--- config.mk ---
export PLATFORM = sky130hd
export DESIGN_NAME = pbrt_ram
export DESIGN_NICKNAME = d
export VERILOG_FILES = /design/src/rtl/pbrt_ram.sv
export SDC_FILE = /design/constraint.sdc
export NUM_CORES = 2
export LEC_CHECK = 0
export BUFFER_PORTS_ARGS = -buffer_cell sky130_fd_sc_hd__buf_2
export CORE_MARGIN = 5
export CORE_UTILIZATION = 46
export DETAILED_ROUTE_END_ITERATION = 8
export PLACE_DENSITY = 0.64
export SYNTH_ARGS = -nofsm -noshare
export SYNTH_HDL_FRONTEND = slang
export SYNTH_SLANG_ARGS = --single-unit
--- constraint.sdc ---
create_clock -name clock -period 9.5 [get_ports clock]
set_clock_uncertainty 0.05 [all_clocks]
set_input_delay 1.9 -clock clock [delete_from_list [all_inputs] [get_ports clock]]
set_output_delay 1.9 -clock clock [all_outputs]
set_load 0.005 [all_outputs]
--- src/rtl/pbrt_ram.sv ---
`timescale 1ns / 1ps

module pbrt_ram #(
   parameter int WIDTH = 64,
   parameter int DEPTH = 64
) (
   input  logic                     clock,
   input  logic                     wr_en,
   input  logic [$clog2(DEPTH)-1:0] wr_addr,
   input  logic [WIDTH-1:0]         wr_data,
   input  logic [$clog2(DEPTH)-1:0] rd_addr,
   output logic [WIDTH-1:0]         rd_data
);

   logic [WIDTH-1:0] mem [DEPTH];

   always_ff @(posedge clock) begin
      if (wr_en) begin
         mem[wr_addr] <= wr_data;
      end
      rd_data <= mem[rd_addr];
   end

endmodule

==> Yosys cells after proc, flatten, opt, wreduce, memory -nomap -nowiden <==
Memory sizes are Yosys's and may differ from the RTL's. A register that Yosys moved wholly into a read port is not among the register bits.
Index checks and enable logic that the tools add are counted.
W data, S select, Z words.
{ "totals": {"inputBits": 78, "output_inout_bits": 64, "ff_bits": 0, "wordCells": 3, "mem_count": 1, "ramBits": 4096} }
{ "classes": {"n_mux": 2} }
{ "mem_list": {"columns": ["memory", "depth", "width", "read_ports", "rd_ports_with_merged_regs", "write_ports", "line", "text"], "rows": [
  ["mem", 64, 64, 1, 1, 1, "15", "logic [WIDTH-1:0] mem [DEPTH];"]
]} }
{ "op_table": {"columns": ["operator", "n"], "rows": [
  ["$mux W1", 2]
]} }

==> Depth between registers and ports, before layout <==
{ "logic_depth": {"depth_word": 2, "ltp_mapped": 9, "ltp_nobuf": 5} }

==> Worst setup path before layout <==
OpenSTA, ideal clock, no wires.
{ "synth_path": {"path_type": "input to register", "from": "input wr_addr[3]", "to": "memory mem[48][0] (enable)", "path_buffers": 1, "arrival_time_ns": 6.772, "required_ns": 8.886, "slack_ns": 2.114, "setup_time_ns": 0.564, "path_stages": 4, "path_cell_list": "clkbuf_1 -> nor2b_1 -> nand4b_1 -> nor3_1"} }
{ "synth_rtl": {"columns": ["element", "line", "text"], "rows": [
  ["from (decl)", "9", "input logic [$clog2(DEPTH)-1:0] wr_addr,"],
  ["to (decl)", "15", null]
]} }
Straight into the memory's write port.

==> results_dict.tcl <==
set metrics [dict create \
    synthTopCellsByArea "edfxtp_1 (79%), mux4_2 (15%), mux2i_1 (0.86%)" \
    ir_worst_vdd_mv 0.187 \
    placementRows 214 \
    crit_path_top_delay_cell "buf_4" \
    gp_congestion 0.776 \
    cts_tree "built" \
    crit_path_max_fanout 59 \
    worstPathArrival_ns 5.18 \
    tightest_slew_ns 1.30 \
    cts_setup_buffers 0 \
    cp_common_cell "buf_4" \
    first_iter_violations 9672 \
    synth-edff-count 4096 \
    cts_root_buffer "clkbuf_16" \
    synth-main-ff-cell "edfxtp_1" \
    grt_pass1_wl_mm 598 \
    wl_per_cell_um 36.0 \
    min_path_type "flop to flop" \
    drive_gt1_frac 0.283 \
    fillerInstances 25700 \
    worstPathCellList "buf_8 -> buf_4 -> buf_4 -> mux4_2 -> or3_1 -> a41oi_1 -> a211oi_1" \
    finalCritPeriodShare 0.471 \
    area_growth_pct 13.0 \
    required_ns 10.21 \
    fin_ws_ns 5.03 \
    timing.hold.ws_ns 0.774 \
    clock_sinks 4160 \
    mappedNetlistArea_um2 156000 \
    syn_area_per_cell_um2 23.7 \
    syn_inst 6598 \
    max-slew-margin-rel 0.131 \
    io_pins 142 \
    post-route-min-period_ns 4.47 \
    post_dp_cell_area_um2 163000 \
    cp-start-kind "input pin" \
    crit_path_max_incr_delay_ns 0.80 \
    design.die.area_um2 352000 \
    syn_nets 6676 \
    nets 7054 \
    dp_cells 11100 \
    ys_async_sr_fraction 0 \
    seq_area_frac_synth 0.795 \
    post_cts_resized 0 \
    firstDrtPassIters 5 \
    cap_viol_max_count 0 \
    synth_top_area_cell "edfxtp_1" \
    clk_latency_ns 0.96 \
    vias 75100 \
    wl_mm 428 \
    wl_met3_mm 38.9 \
    powerDensity_nw_per_um2 217 \
    fin_setup_tns_ns 0 \
    core_area_um2 339000 \
    finish.instance_area_um2 177000 \
    clk_pin_slew_ns 0.06 \
    setup.worst_path.class "input pin to flop" \
    top_layer "met5" \
    fin_cells 11900 \
    path_buf_inv 3 \
    remaining_drc_errors 0 \
    track_usage 0.242 \
    yosys.area.top_type_share 0.787 \
    yosys.cell_types.count 33 \
    port_buffers 141 \
    ctsLongestPathBuffers 4 \
    cts_buffers 405 \
    hold_viol 0 \
    cts_hold_buf 0 \
    setup_viol 0 \
    viasPerCell 6.33 \
    pre_cts_ws_ns 4.04 \
    dr_wl_met2_mm 209 \
    ys_ff_latch 4160 \
    antenna_found_initial 47 \
    power.leakage_nw 54.8 \
    die_x_um 593 \
    htree_num_levels 5 \
    crit_family "buffers and inverters" \
    yosysWarnings 0 \
    grt_max_degree 132 \
    grt_pass1_vias 75600 \
    overflow 0 \
    fmax_ghz 0.224 \
    end_kind "flop" \
    die_h_um 593 \
    dp_hpwl_mm 223 \
    wl_met1_mm 164 \
    drv_slew 0 \
    rsz0062_at_grt "no" \
    start_util 0.461 \
    status "finished, final reports clean" \
    drt.antenna.violating_nets 0 \
]
==> cells by family (layout without fill, tap and decap cells) <==
| group | after synthesis | after routing | share of synthesized area |
|---|---|---|---|
| flops | 4160 | 4160 | 0.795 |
| mux | 1159 | 1159 | 0.156 |
| compound gates | 504 | 504 | 0.0248 |
| buf+inv | 389 | 1113 | 0.0118 |
| simple gates | 386 | 386 | 0.0124 |
| other cells | 0 | 13 | 0 |
==> power by group <==
part / switching [mW] / internal (mW) / leakage (nW)
registers: 0.0918 / 20.3 / 37.4
clock network: 6.87 / 9.35 / 6.56
logic: 1.05 / 0.620 / 10.9
total: 8.02 / 30.3 / 54.8
==> worst paths after layout <==
kind	from	to	slack, ns	cells after the start
min reg2reg	mem[47][0]	rd_data[0]	0.77	4
max	rd_addr[2]	rd_data[40]	5.03	7
min	mem[47][0]	rd_data[0]	0.77	4
max reg2reg	mem[38][52]	rd_data[52]	7.34	4
==> registers in the layout (all words and copies together), names as in the netlist <==
register and flops:
mem 4096, rd_data 64
==> synthesized netlist by cell type (2+ instances only) <==
cell type  number
nand3_1        45
buf_1          20
a22o_1         88
dfxtp_1        64
mux2i_1       135
edfxtp_1     4096
or2_2          28
a211oi_1       63
nor2_1        112
buf_2         170
nand2_1        58
nor2b_1        28
nand4_1         2
clkbuf_1      140
buf_4          34
or3_1          29
buf_6           6
inv_1          19
a31oi_1        18
and2_1          3
nand2b_1       11
a22oi_1       168
nor3_1          2
nand3b_1        2
and3_1         64
o22ai_1        83
a41oi_1        26
o221ai_1       38
mux4_2       1024
a2bb2oi_1      19
==> per-layer routing <==
layer  GRT usage  up-vias
li1            -    29300
met1       0.337    41000
met2       0.393     4039
met3      0.0445      805
met4      0.0743       24
met5           0        -
==> cells in the final DEF, fill, tap and decap left out, drive strengths merged, types with 3 or more instances in the layout <==
master and n:
inv 32, edfxtp 4096, clkinv 185, a2bb2oi 19, clkinvlp 14, bufinv 46, or2 28, a31oi 18
nand3 45, nor2b 28, or3 29, buf 341, and2 3, mux2i 135, a22oi 168, a211oi 63
o221ai 38, nand2 58, mux4 1024, and3 64, o22ai 83, nor2 112, clkbuf 495, a41oi 26
nand2b 11, dfxtp 64, a22o 88, diode 13
==> tightest hold or removal path, cell delays in order, from the launching register on <==
cell	delay (ns)
edfxtp_1	0.31
mux4_2	0.22
a22oi_1	0.06
nand3_1	0.07
and3_1	0.14
==> metrics by stage <==
stage	utilization	total power, mW
2_1_floorplan	-	21.7
3_3_place_gp	0.481	22.5
3_5_place_dp	0.481	22.5
4_1_cts	0.521	38.5
5_1_grt	0.521	39.4
6_report	0.521	38.3
==> cell type report <==
cell class,count,area (um^2),area share
flip-flops and latches,4160,124000,0.703
multi-input cells,2049,30800,0.174
clock buffers,495,10800,0.0611
well taps,4536,5680,0.0321
clock inverters,258,2630,0.0149
repair buffers,341,2470,0.0140
inverters,19,71.3,0.000404
diodes,13,32.5,0.000184
Power figures use the tool's default switching activity.
